$ cat config.mk
export PLATFORM = sky130hd
export DESIGN_NAME = dda_line_rasterizer
export DESIGN_NICKNAME = d
export VERILOG_FILES = /design/src/rtl/core/dda_pkg.sv /design/src/rtl/core/dda_ctrl.sv /design/src/rtl/core/dda_datapath.sv /design/src/rtl/core/dda_line_rasterizer.sv
export SDC_FILE = /design/constraint.sdc
export NUM_CORES = 2
export LEC_CHECK = 0
export BUFFER_PORTS_ARGS = -buffer_cell sky130_fd_sc_hd__buf_4
export CELL_PAD_IN_SITES_DETAIL_PLACEMENT = 0
export CELL_PAD_IN_SITES_GLOBAL_PLACEMENT = 1
export CORE_UTILIZATION = 35
export CTS_CLUSTER_DIAMETER = 120
export DETAILED_ROUTE_END_ITERATION = 8
export PLACE_DENSITY_LB_ADDON = 0.2
export SETUP_SLACK_MARGIN = 0.5
export SLEW_MARGIN = 30
export SYNTH_ARGS = -nofsm -noshare
export SYNTH_HDL_FRONTEND = slang
export SYNTH_HIERARCHICAL = 1
export SYNTH_SLANG_ARGS = --single-unit
$ cat constraint.sdc
create_clock -name clk -period 13.5 [get_ports clk]
set_input_delay 2.7 -clock clk [delete_from_list [all_inputs] [get_ports clk]]
set_output_delay 2.7 -clock clk [all_outputs]
set_load 0.01 [all_outputs]
$ cat src/rtl/core/dda_pkg.sv
package dda_pkg;

  localparam int COORD_BITS_DEF     = 12;
  localparam int STEP_FRAC_BITS_DEF = 16;
  localparam int IN_FRAC_BITS       = 8;
  localparam int COLOR_BITS         = 24;

  localparam logic OP_LOAD = 1'b0;
  localparam logic OP_STEP = 1'b1;

  typedef enum logic [2:0] {
    S_IDLE,
    S_DELTA,
    S_SQ_X,
    S_SQ_Y,
    S_SQRT,
    S_DIV_INIT,
    S_DIV,
    S_COMMIT
  } dda_state_t;

  typedef struct packed {
    logic load;
    logic delta;
    logic sq_x;
    logic sq_y;
    logic sqrt_step;
    logic div_init;
    logic div_step;
    logic commit;
    logic emit;
  } dda_cmd_t;

  typedef struct packed {
    logic len_zero;
    logic pix_nonzero;
    logic out_free;
  } dda_status_t;

endpackage

$ cat src/rtl/core/dda_ctrl.sv
module dda_ctrl #(
  parameter int COORD_BITS     = dda_pkg::COORD_BITS_DEF,
  parameter int STEP_FRAC_BITS = dda_pkg::STEP_FRAC_BITS_DEF
) (
  input  logic                clk,
  input  logic                rst,
  input  logic                s_tvalid,
  input  logic                s_tuser,
  output logic                s_tready,
  input  dda_pkg::dda_status_t status,
  output dda_pkg::dda_cmd_t    cmd
);
  import dda_pkg::*;

  localparam int ROOT_W = COORD_BITS + IN_FRAC_BITS + 1;
  localparam int MAG_W  = COORD_BITS + STEP_FRAC_BITS;
  localparam int ITER_MAX = (MAG_W > ROOT_W) ? MAG_W : ROOT_W;
  localparam int ITER_W = $clog2(ITER_MAX);

  dda_state_t        state, state_next;
  logic [ITER_W-1:0] iter, iter_next;
  logic              accept;

  always_ff @(posedge clk) begin
    if (rst) begin
      state <= S_IDLE;
      iter  <= '0;
    end else begin
      state <= state_next;
      iter  <= iter_next;
    end
  end

  assign accept = s_tvalid && status.out_free;

  always_comb begin
    state_next = state;
    iter_next  = iter;
    cmd        = '0;
    s_tready   = 1'b0;
    case (state)
      S_IDLE: begin
        s_tready = status.out_free;
        if (accept) begin
          if (s_tuser == OP_LOAD) begin
            cmd.load   = 1'b1;
            state_next = S_DELTA;
          end else if (status.pix_nonzero) begin
            cmd.emit = 1'b1;
          end
        end
      end
      S_DELTA: begin
        cmd.delta  = 1'b1;
        state_next = S_SQ_X;
      end
      S_SQ_X: begin
        cmd.sq_x   = 1'b1;
        state_next = S_SQ_Y;
      end
      S_SQ_Y: begin
        cmd.sq_y   = 1'b1;
        iter_next  = ITER_W'(ROOT_W - 1);
        state_next = S_SQRT;
      end
      S_SQRT: begin
        cmd.sqrt_step = 1'b1;
        if (iter == '0) begin
          state_next = S_DIV_INIT;
        end else begin
          iter_next = iter - 1'b1;
        end
      end
      S_DIV_INIT: begin
        // zero-length line skips the divide, steps are forced to zero
        if (status.len_zero) begin
          state_next = S_COMMIT;
        end else begin
          cmd.div_init = 1'b1;
          iter_next    = ITER_W'(MAG_W - 1);
          state_next   = S_DIV;
        end
      end
      S_DIV: begin
        cmd.div_step = 1'b1;
        if (iter == '0) begin
          state_next = S_COMMIT;
        end else begin
          iter_next = iter - 1'b1;
        end
      end
      S_COMMIT: begin
        cmd.commit = 1'b1;
        state_next = S_IDLE;
      end
      default: begin
        state_next = S_IDLE;
      end
    endcase
  end

endmodule

$ cat src/rtl/core/dda_datapath.sv
module dda_datapath #(
  parameter int COORD_BITS     = dda_pkg::COORD_BITS_DEF,
  parameter int STEP_FRAC_BITS = dda_pkg::STEP_FRAC_BITS_DEF
) (
  input  logic                                   clk,
  input  logic                                   rst,
  input  dda_pkg::dda_cmd_t                      cmd,
  output dda_pkg::dda_status_t                   status,
  input  logic [COORD_BITS+dda_pkg::IN_FRAC_BITS-1:0] start_x,
  input  logic [COORD_BITS+dda_pkg::IN_FRAC_BITS-1:0] start_y,
  input  logic [COORD_BITS+dda_pkg::IN_FRAC_BITS-1:0] end_x,
  input  logic [COORD_BITS+dda_pkg::IN_FRAC_BITS-1:0] end_y,
  input  logic [dda_pkg::COLOR_BITS-1:0]         line_color,
  input  logic                                   m_tready,
  output logic                                   out_valid,
  output logic [COORD_BITS-1:0]                  pixel_x,
  output logic [COORD_BITS-1:0]                  pixel_y,
  output logic [dda_pkg::COLOR_BITS-1:0]         pixel_color,
  output logic                                   last_pixel
);
  import dda_pkg::*;

  localparam int IN_W     = COORD_BITS + IN_FRAC_BITS;
  localparam int SQ_W     = 2 * IN_W + 2;
  localparam int ROOT_W   = IN_W + 1;
  localparam int REM_W    = ROOT_W + 2;
  localparam int CNT_W    = COORD_BITS + 1;
  localparam int MAG_W    = COORD_BITS + STEP_FRAC_BITS;
  localparam int POS_W    = COORD_BITS + STEP_FRAC_BITS;
  localparam int STEP_W   = POS_W + 1;
  localparam int UP_SHIFT = STEP_FRAC_BITS - IN_FRAC_BITS;

  // captured line request
  logic [IN_W-1:0]       sx, sy, ex, ey;
  logic [COLOR_BITS-1:0] color_in;

  logic [IN_W-1:0] adx, ady;
  logic            neg_x, neg_y;
  logic [IN_W:0]   dx, dy;

  // shared squarer and radicand / sqrt shift register
  logic [IN_W-1:0]   mul_a;
  logic [2*IN_W-1:0] prod;
  logic [SQ_W-1:0]   acc;
  logic [REM_W-1:0]  rem;
  logic [ROOT_W-1:0] root;
  logic [REM_W+1:0]  sq_trial, sq_sub;
  logic              sq_ge;
  logic [CNT_W-1:0]  cnt;

  // two restoring dividers, quotient shifts into the dividend register
  logic [MAG_W-1:0] dvx, dvy;
  logic [CNT_W-1:0] rmx, rmy;
  logic [CNT_W:0]   tx, ty;
  logic             gex, gey;

  logic [POS_W-1:0]  pos_x, pos_y;
  logic [STEP_W-1:0] step_x, step_y;
  logic [CNT_W-1:0]  pixels_left;
  logic [COLOR_BITS-1:0] held_color;

  assign dx = {1'b0, ex} - {1'b0, sx};
  assign dy = {1'b0, ey} - {1'b0, sy};

  assign mul_a = cmd.sq_y ? ady : adx;
  assign prod  = mul_a * mul_a;

  assign sq_trial = {rem, acc[SQ_W-1 -: 2]};
  assign sq_sub   = (REM_W + 2)'({root, 2'b01});
  assign sq_ge    = sq_trial >= sq_sub;

  assign cnt = root[ROOT_W-1:IN_FRAC_BITS];

  assign tx  = {rmx, dvx[MAG_W-1]};
  assign ty  = {rmy, dvy[MAG_W-1]};
  assign gex = tx >= {1'b0, cnt};
  assign gey = ty >= {1'b0, cnt};

  always_ff @(posedge clk) begin
    if (cmd.load) begin
      sx       <= start_x;
      sy       <= start_y;
      ex       <= end_x;
      ey       <= end_y;
      color_in <= line_color;
    end
    if (cmd.delta) begin
      neg_x <= dx[IN_W];
      neg_y <= dy[IN_W];
      adx   <= dx[IN_W] ? IN_W'(-dx) : dx[IN_W-1:0];
      ady   <= dy[IN_W] ? IN_W'(-dy) : dy[IN_W-1:0];
      rem   <= '0;
      root  <= '0;
    end
    if (cmd.sq_x) begin
      acc <= {2'b00, prod};
    end else if (cmd.sq_y) begin
      acc <= acc + {2'b00, prod};
    end else if (cmd.sqrt_step) begin
      acc  <= {acc[SQ_W-3:0], 2'b00};
      rem  <= sq_ge ? REM_W'(sq_trial - sq_sub) : REM_W'(sq_trial);
      root <= {root[ROOT_W-2:0], sq_ge};
    end
    if (cmd.div_init) begin
      dvx <= MAG_W'(adx) << UP_SHIFT;
      dvy <= MAG_W'(ady) << UP_SHIFT;
      rmx <= '0;
      rmy <= '0;
    end else if (cmd.div_step) begin
      rmx <= gex ? CNT_W'(tx - {1'b0, cnt}) : tx[CNT_W-1:0];
      rmy <= gey ? CNT_W'(ty - {1'b0, cnt}) : ty[CNT_W-1:0];
      dvx <= {dvx[MAG_W-2:0], gex};
      dvy <= {dvy[MAG_W-2:0], gey};
    end
    if (cmd.commit) begin
      pos_x      <= POS_W'(sx) << UP_SHIFT;
      pos_y      <= POS_W'(sy) << UP_SHIFT;
      held_color <= color_in;
      if (status.len_zero) begin
        step_x <= '0;
        step_y <= '0;
      end else begin
        step_x <= neg_x ? -STEP_W'(dvx) : STEP_W'(dvx);
        step_y <= neg_y ? -STEP_W'(dvy) : STEP_W'(dvy);
      end
    end else if (cmd.emit) begin
      pos_x <= pos_x + step_x[POS_W-1:0];
      pos_y <= pos_y + step_y[POS_W-1:0];
    end
    if (cmd.emit) begin
      pixel_x     <= pos_x[POS_W-1:STEP_FRAC_BITS];
      pixel_y     <= pos_y[POS_W-1:STEP_FRAC_BITS];
      pixel_color <= held_color;
      last_pixel  <= pixels_left == CNT_W'(1);
    end
  end

  always_ff @(posedge clk) begin
    if (rst) begin
      pixels_left <= '0;
      out_valid   <= 1'b0;
    end else begin
      if (cmd.commit) begin
        pixels_left <= cnt;
      end else if (cmd.emit) begin
        pixels_left <= pixels_left - 1'b1;
      end
      if (cmd.emit) begin
        out_valid <= 1'b1;
      end else if (m_tready) begin
        out_valid <= 1'b0;
      end
    end
  end

  assign status.len_zero    = cnt == '0;
  assign status.pix_nonzero = pixels_left != '0;
  assign status.out_free    = !out_valid || m_tready;

  a_emit_no_overwrite: assert property (@(posedge clk) disable iff (rst)
    cmd.emit |-> (!out_valid || m_tready))
    else $error("pixel written over an untaken result");

  a_emit_needs_pixels: assert property (@(posedge clk) disable iff (rst)
    cmd.emit |=> pixels_left == $past(pixels_left) - 1'b1 && $past(pixels_left) != '0)
    else $error("pixel emitted with no pixels left");

  a_zero_len_commit: assert property (@(posedge clk) disable iff (rst)
    (cmd.commit && status.len_zero) |=> (pixels_left == '0 && step_x == '0 && step_y == '0))
    else $error("zero-length line left pixels or steps");

endmodule

$ cat src/rtl/core/dda_line_rasterizer.sv
// channel | dir | handshake          | tuser   | tdata (low bit up)                 | tlast
// s       | in  | s_tvalid/s_tready  | opcode  | start_x start_y end_x end_y color  | -
// m       | out | m_tvalid/m_tready  | -       | pixel_x pixel_y pixel_color        | last_pixel
//
// step requests are taken back to back while the block is idle and the result register
// is empty or being drained, so pixels stream at one per cycle
// a load request occupies the block through its delta, squaring, bit-serial square root,
// restoring divide and commit steps; a zero-length line skips the divide
// a step request with no pixels left is taken and produces nothing
// rst is synchronous and clears the controller, the pixel count and the result valid
module dda_line_rasterizer #(
  parameter int COORD_BITS     = dda_pkg::COORD_BITS_DEF,
  parameter int STEP_FRAC_BITS = dda_pkg::STEP_FRAC_BITS_DEF
) (
  input  logic clk,
  input  logic rst,
  input  logic s_tvalid,
  output logic s_tready,
  // start_x, start_y, end_x, end_y, line_color
  input  logic [((4*(COORD_BITS+dda_pkg::IN_FRAC_BITS)+dda_pkg::COLOR_BITS+7)/8)*8-1:0]
               s_tdata,
  // opcode
  input  logic s_tuser,
  output logic m_tvalid,
  input  logic m_tready,
  // pixel_x, pixel_y, pixel_color
  output logic [((2*COORD_BITS+dda_pkg::COLOR_BITS+7)/8)*8-1:0] m_tdata,
  output logic m_tlast
);
  import dda_pkg::*;

  localparam int IN_W        = COORD_BITS + IN_FRAC_BITS;
  localparam int OUT_TDATA_W = ((2 * COORD_BITS + COLOR_BITS + 7) / 8) * 8;

  dda_cmd_t    cmd;
  dda_status_t status;

  logic [COORD_BITS-1:0] pixel_x, pixel_y;
  logic [COLOR_BITS-1:0] pixel_color;

  dda_ctrl #(
    .COORD_BITS     (COORD_BITS),
    .STEP_FRAC_BITS (STEP_FRAC_BITS)
  ) u_ctrl (
    .clk      (clk),
    .rst      (rst),
    .s_tvalid (s_tvalid),
    .s_tuser  (s_tuser),
    .s_tready (s_tready),
    .status   (status),
    .cmd      (cmd)
  );

  dda_datapath #(
    .COORD_BITS     (COORD_BITS),
    .STEP_FRAC_BITS (STEP_FRAC_BITS)
  ) u_datapath (
    .clk         (clk),
    .rst         (rst),
    .cmd         (cmd),
    .status      (status),
    .start_x     (s_tdata[0*IN_W +: IN_W]),
    .start_y     (s_tdata[1*IN_W +: IN_W]),
    .end_x       (s_tdata[2*IN_W +: IN_W]),
    .end_y       (s_tdata[3*IN_W +: IN_W]),
    .line_color  (s_tdata[4*IN_W +: COLOR_BITS]),
    .m_tready    (m_tready),
    .out_valid   (m_tvalid),
    .pixel_x     (pixel_x),
    .pixel_y     (pixel_y),
    .pixel_color (pixel_color),
    .last_pixel  (m_tlast)
  );

  assign m_tdata = OUT_TDATA_W'({pixel_color, pixel_y, pixel_x});

endmodule
==> impl_results.html <==
<table>
<tr><th>Metric</th><th>Value</th></tr>
<tr><th colspan="2">Status</th></tr>
<tr><td>Status</td><td>finished clean</td></tr>
<tr><th colspan="2">GRT</th></tr>
<tr><td>Antenna violations before repair</td><td>0</td></tr>
<tr><td>Via count of the first global-routing pass</td><td>30200</td></tr>
<tr><td>Global-route usage over all layers</td><td>0.1874</td></tr>
<tr><td>Grt total ovfl</td><td>0</td></tr>
<tr><td>Wire length of the first global-routing pass</td><td>175900 µm</td></tr>
<tr><td>Largest net degree at the start of global routing</td><td>68</td></tr>
<tr><th colspan="2">Detailed routing</th></tr>
<tr><td>Iter 0 DRT Violations</td><td>1812</td></tr>
<tr><td>Total Routed Length</td><td>111400 µm</td></tr>
<tr><td>Final routed wire length divided by cell count</td><td>19.07 µm</td></tr>
<tr><td>Number of iterations in the first detailed-routing pass</td><td>5</td></tr>
<tr><td>Detail-routed via count per cell</td><td>5.137</td></tr>
<tr><td>Drt drc</td><td>0</td></tr>
<tr><td>Count of antenna-violating nets left after detailed routing</td><td>0</td></tr>
<tr><td>Via Count</td><td>30000</td></tr>
<tr><th colspan="2">Cells and area</th></tr>
<tr><td>Count of inserted antenna diode cells</td><td>0</td></tr>
<tr><td>Number of fill cells in the layout</td><td>11600</td></tr>
<tr><td>Leading cell types in the layout, fill and taps excluded</td><td>sky130_fd_sc_hd__inv_1, sky130_fd_sc_hd__edfxtp_1, sky130_fd_sc_hd__nor2_1, sky130_fd_sc_hd__ha_1, sky130_fd_sc_hd__nand2_1</td></tr>
<tr><td>Area growth from synthesis to final layout</td><td>12.44%</td></tr>
<tr><td>Count of nets after finishing</td><td>5001</td></tr>
<tr><td>Commonest non-fill, non-tap cell in the layout</td><td>sky130_fd_sc_hd__inv_1</td></tr>
<tr><td>Non-filler cells, final</td><td>5840</td></tr>
<tr><td>Share of layout cells above drive strength 1</td><td>0.08781</td></tr>
<tr><th colspan="2">Timing</th></tr>
<tr><td>Number of failing setup endpoints in the final timing report</td><td>0</td></tr>
<tr><td>RSZ-0062 raised after global routing</td><td>no</td></tr>
<tr><td>Final min period</td><td>11.49 ns</td></tr>
<tr><td>Sum of negative setup slack</td><td>0 ns</td></tr>
<tr><td>Slew at the pin closest to its max-slew limit</td><td>0.8892 ns</td></tr>
<tr><td>Relative max-transition margin</td><td>0.4035</td></tr>
<tr><td>Clk_skew</td><td>0.02556 ns</td></tr>
<tr><td>Final hold violation count</td><td>0</td></tr>
<tr><td>Final worst slack</td><td>2.010 ns</td></tr>
<tr><td>Worst-case hold slack</td><td>0.4061 ns</td></tr>
<tr><td>Final worst-path cycle share</td><td>0.8511</td></tr>
<tr><td>Fmax achieved</td><td>87.03 MHz</td></tr>
<tr><td>Final Max Tran Viols</td><td>0</td></tr>
<tr><th colspan="2">Critical path</th></tr>
<tr><td>Cell class contributing the biggest share of worst-path delay</td><td>adder cells</td></tr>
<tr><td>Worst Path Arrival</td><td>11.87 ns</td></tr>
<tr><td>Critical Path End Type</td><td>flop</td></tr>
<tr><td>Crit. path cell count</td><td>33</td></tr>
<tr><td>FF-to-FF Start</td><td>u_ctrl/state[2]</td></tr>
<tr><td>Endpoint of the lowest-slack register-to-register path</td><td>u_datapath/acc[39]</td></tr>
<tr><td>Maximum fanout count along the critical path</td><td>18</td></tr>
<tr><td>Type of origin of the critical path</td><td>flop</td></tr>
<tr><td>Type of the worst setup path</td><td>reg2reg</td></tr>
<tr><td>Cell seen most often among critical-path stages</td><td>sky130_fd_sc_hd__fa_1</td></tr>
<tr><td>Master of the slowest instance on the critical path</td><td>sky130_fd_sc_hd__mux2i_1</td></tr>
<tr><td>WP data required</td><td>13.88 ns</td></tr>
<tr><td>Worst reg2reg path depth</td><td>33</td></tr>
<tr><td>Buffers and inverters on the worst path</td><td>5</td></tr>
<tr><td>R2r setup slk</td><td>2.01 ns</td></tr>
<tr><td>Delay of the slowest critical-path stage</td><td>0.82 ns</td></tr>
<tr><th colspan="2">Placed design</th></tr>
<tr><td>Port bufs</td><td>159</td></tr>
<tr><td>Worst slack at placement</td><td>2.097 ns</td></tr>
<tr><td>Last weighted congestion value of the routability-driven placer</td><td>0.8538</td></tr>
<tr><td>Final HPWL from detailed placement</td><td>85400 µm</td></tr>
<tr><td>Placed instance count</td><td>5720</td></tr>
<tr><th colspan="2">Clock tree</th></tr>
<tr><td>Number of buffers added to fix hold violations after cts</td><td>0</td></tr>
<tr><td>Reg clk slew, reported paths</td><td>0.06 ns</td></tr>
<tr><td>Cells resized by post-CTS repair</td><td>0</td></tr>
<tr><td>Setup fix buffers added after clock tree synthesis</td><td>0</td></tr>
<tr><td>H-tree levels</td><td>3</td></tr>
<tr><td>TritonCTS clock tree</td><td>yes</td></tr>
<tr><td>Worst-Skew Late Latency</td><td>0.65 ns</td></tr>
<tr><td>Total clock buffers created by CTS</td><td>67</td></tr>
<tr><td>Library cell used as clock root buffer</td><td>sky130_fd_sc_hd__clkbuf_16</td></tr>
<tr><td>Maximum count of clock buffers along a single path</td><td>3</td></tr>
<tr><td>Clock sinks</td><td>521</td></tr>
<tr><th colspan="2">Synth</th></tr>
<tr><td>Synth Area per Inst</td><td>9.999 µm²</td></tr>
<tr><td>Sequential-to-total area share from yosys stat</td><td>0.3480</td></tr>
<tr><td>Fraction of synthesized cell area taken by the top area cell type</td><td>0.2870</td></tr>
<tr><td>Number of flops mapped to enable cells by yosys</td><td>395</td></tr>
<tr><td>Number of synthesized register bits</td><td>521</td></tr>
<tr><td>Proportion of synthesized flip-flops having asynchronous set or reset</td><td>0</td></tr>
<tr><td>Count of synthesis-stage warnings from yosys</td><td>6</td></tr>
<tr><td>Distinct cell type count after synthesis</td><td>84</td></tr>
<tr><td>Post-Syn Nets</td><td>4870</td></tr>
<tr><td>Cell types occupying the most area after synthesis</td><td>sky130_fd_sc_hd__edfxtp_1, sky130_fd_sc_hd__fa_1, sky130_fd_sc_hd__ha_1</td></tr>
<tr><td>Post-synthesis cell count</td><td>4134</td></tr>
<tr><td>Primary flip-flop cell chosen by synthesis mapping</td><td>sky130_fd_sc_hd__edfxtp_1</td></tr>
<tr><td>Synthesized area</td><td>41330 µm²</td></tr>
<tr><td>Cell accounting for the most synthesized area</td><td>sky130_fd_sc_hd__edfxtp_1</td></tr>
<tr><th colspan="2">Min path</th></tr>
<tr><td>Worst Hold Path Cells</td><td>0</td></tr>
<tr><td>Min-Delay Endpoint</td><td>u_datapath/held_color[12]</td></tr>
<tr><td>Hold_sp</td><td>u_datapath/color_in[12]</td></tr>
<tr><td>Hold/Removal Path Class</td><td>reg2reg</td></tr>
<tr><th colspan="2">Floorplanning</th></tr>
<tr><td>Height of the die</td><td>345.7 µm</td></tr>
<tr><td>Count of boundary I/O pins</td><td>160</td></tr>
<tr><td>Core box area</td><td>116700 µm²</td></tr>
<tr><td>Starting density of the core</td><td>0.3543</td></tr>
<tr><td>Row count</td><td>125</td></tr>
<tr><td>Horiz. Die Dim</td><td>345.7 µm</td></tr>
<tr><td>Die area</td><td>119500 µm²</td></tr>
<tr><th colspan="2">Run</th></tr>
<tr><td>Number of maximum-capacitance violations</td><td>0</td></tr>
</table>
[worst reg2reg max path, delay by kind of cell, from the launching register on]
kind / cells / cell delay (ns)
compound gates: 10 / 2.42
flops: 1 / 0.53
xor+xnor: 1 / 0.14
simple gates: 7 / 1.89
fa+ha+maj: 9 / 4.31
buf+inv: 5 / 1.13
mux: 1 / 0.84
[routing by layer]
metal / GRT usage / routed length, µm / vias to the layer above
met5: 0 / 0 / -
met4: 0.06449 / 3437 / 0
met3: 0.02802 / 4812 / 151
met2: 0.2943 / 50050 / 571
met1: 0.2624 / 53090 / 14530
li1: - / - / 14750
[cells in the mapped netlist (13+ instances only)]
master                     count
sky130_fd_sc_hd__nand3_1      48
sky130_fd_sc_hd__or3_1        30
sky130_fd_sc_hd__mux2_2       16
sky130_fd_sc_hd__and3_1       32
sky130_fd_sc_hd__clkbuf_1    114
sky130_fd_sc_hd__nor2b_1      34
sky130_fd_sc_hd__and2_1       19
sky130_fd_sc_hd__nand4_1      30
sky130_fd_sc_hd__nand2_1     311
sky130_fd_sc_hd__o21a_1       30
sky130_fd_sc_hd__o21ai_0     172
sky130_fd_sc_hd__nand3b_1     28
sky130_fd_sc_hd__nor2_1      363
sky130_fd_sc_hd__nor4_1       19
sky130_fd_sc_hd__buf_1        19
sky130_fd_sc_hd__fa_1        285
sky130_fd_sc_hd__xnor2_1     161
sky130_fd_sc_hd__nand2b_1     34
sky130_fd_sc_hd__o41ai_1      13
sky130_fd_sc_hd__a21oi_1     192
sky130_fd_sc_hd__a211oi_1     57
sky130_fd_sc_hd__o21bai_1     29
sky130_fd_sc_hd__a22o_1       70
sky130_fd_sc_hd__mux2i_1      77
sky130_fd_sc_hd__xor2_1      125
sky130_fd_sc_hd__o31ai_1      64
sky130_fd_sc_hd__dfxtp_1     126
sky130_fd_sc_hd__nor3_1       46
sky130_fd_sc_hd__edfxtp_1    395
sky130_fd_sc_hd__a21o_1      104
sky130_fd_sc_hd__a31oi_1      32
sky130_fd_sc_hd__inv_1       505
sky130_fd_sc_hd__ha_1        342
[sequential cells by signal, summed over array words and instances (netlist names), 21 cells and up]
signal	cells
u_datapath/rem	23
u_datapath/color_in	24
u_datapath/step_x	28
u_datapath/held_color	24
u_datapath/step_y	28
u_datapath/pos_x	28
u_datapath/root	21
u_datapath/pixel_color	24
u_datapath/dvy	28
u_datapath/dvx	28
u_datapath/pos_y	28
u_datapath/acc	42
[logic make-up (layout without fill, tap and decap cells)]
| family | Yosys count | count (layout) | synth area share |
|---|---|---|---|
| AOI/OAI and AO/OA | 904 | 904 | 0.1480 |
| xor gates and xnor gates | 286 | 286 | 0.06060 |
| adders and majority gates | 629 | 629 | 0.2420 |
| buffers and inverters | 649 | 831 | 0.05900 |
| DFF | 521 | 521 | 0.3480 |
| muxes | 93 | 93 | 0.02301 |
| and+or+nand+nor | 1052 | 1052 | 0.1194 |
[per-stage QoR]
step             util  instance area, µm²
2_1_floorplan       -               41330
3_3_place_gp   0.3795               44280
3_5_place_dp   0.3796               44290
4_1_cts        0.3983               46470
5_1_grt        0.3983               46480
6_report       0.3983               46480
[cell type report]
type	instances	area, µm²	area share
clock inverters	38	385.4	0.008292
flip-flops and latches	521	14380	0.3095
inverters	514	1931	0.04154
multi-input cells	2964	24600	0.5292
well taps	1524	1907	0.04103
repair buffers	197	1479	0.03182
clock buffers	82	1794	0.03860
[worst max-delay path by stage]
stage | slack, ns | start | to
finish | 2.01 | u_ctrl/state[2] | u_datapath/acc[39]
global route | 1.36 | u_ctrl/state[2] | u_datapath/acc[39]
CTS | 2.04 | u_ctrl/state[2] | u_datapath/acc[39]
detailed placement | 2.10 | u_ctrl/state[2] | u_datapath/acc[39]
global placement | 2.40 | u_ctrl/state[2] | u_datapath/acc[39]
floorplan | 2.95 | u_ctrl/state[0] | u_datapath/acc[39]
Power is not shown: default switching activity piles up to over one toggle a cycle in this logic, so the estimate is an artifact.
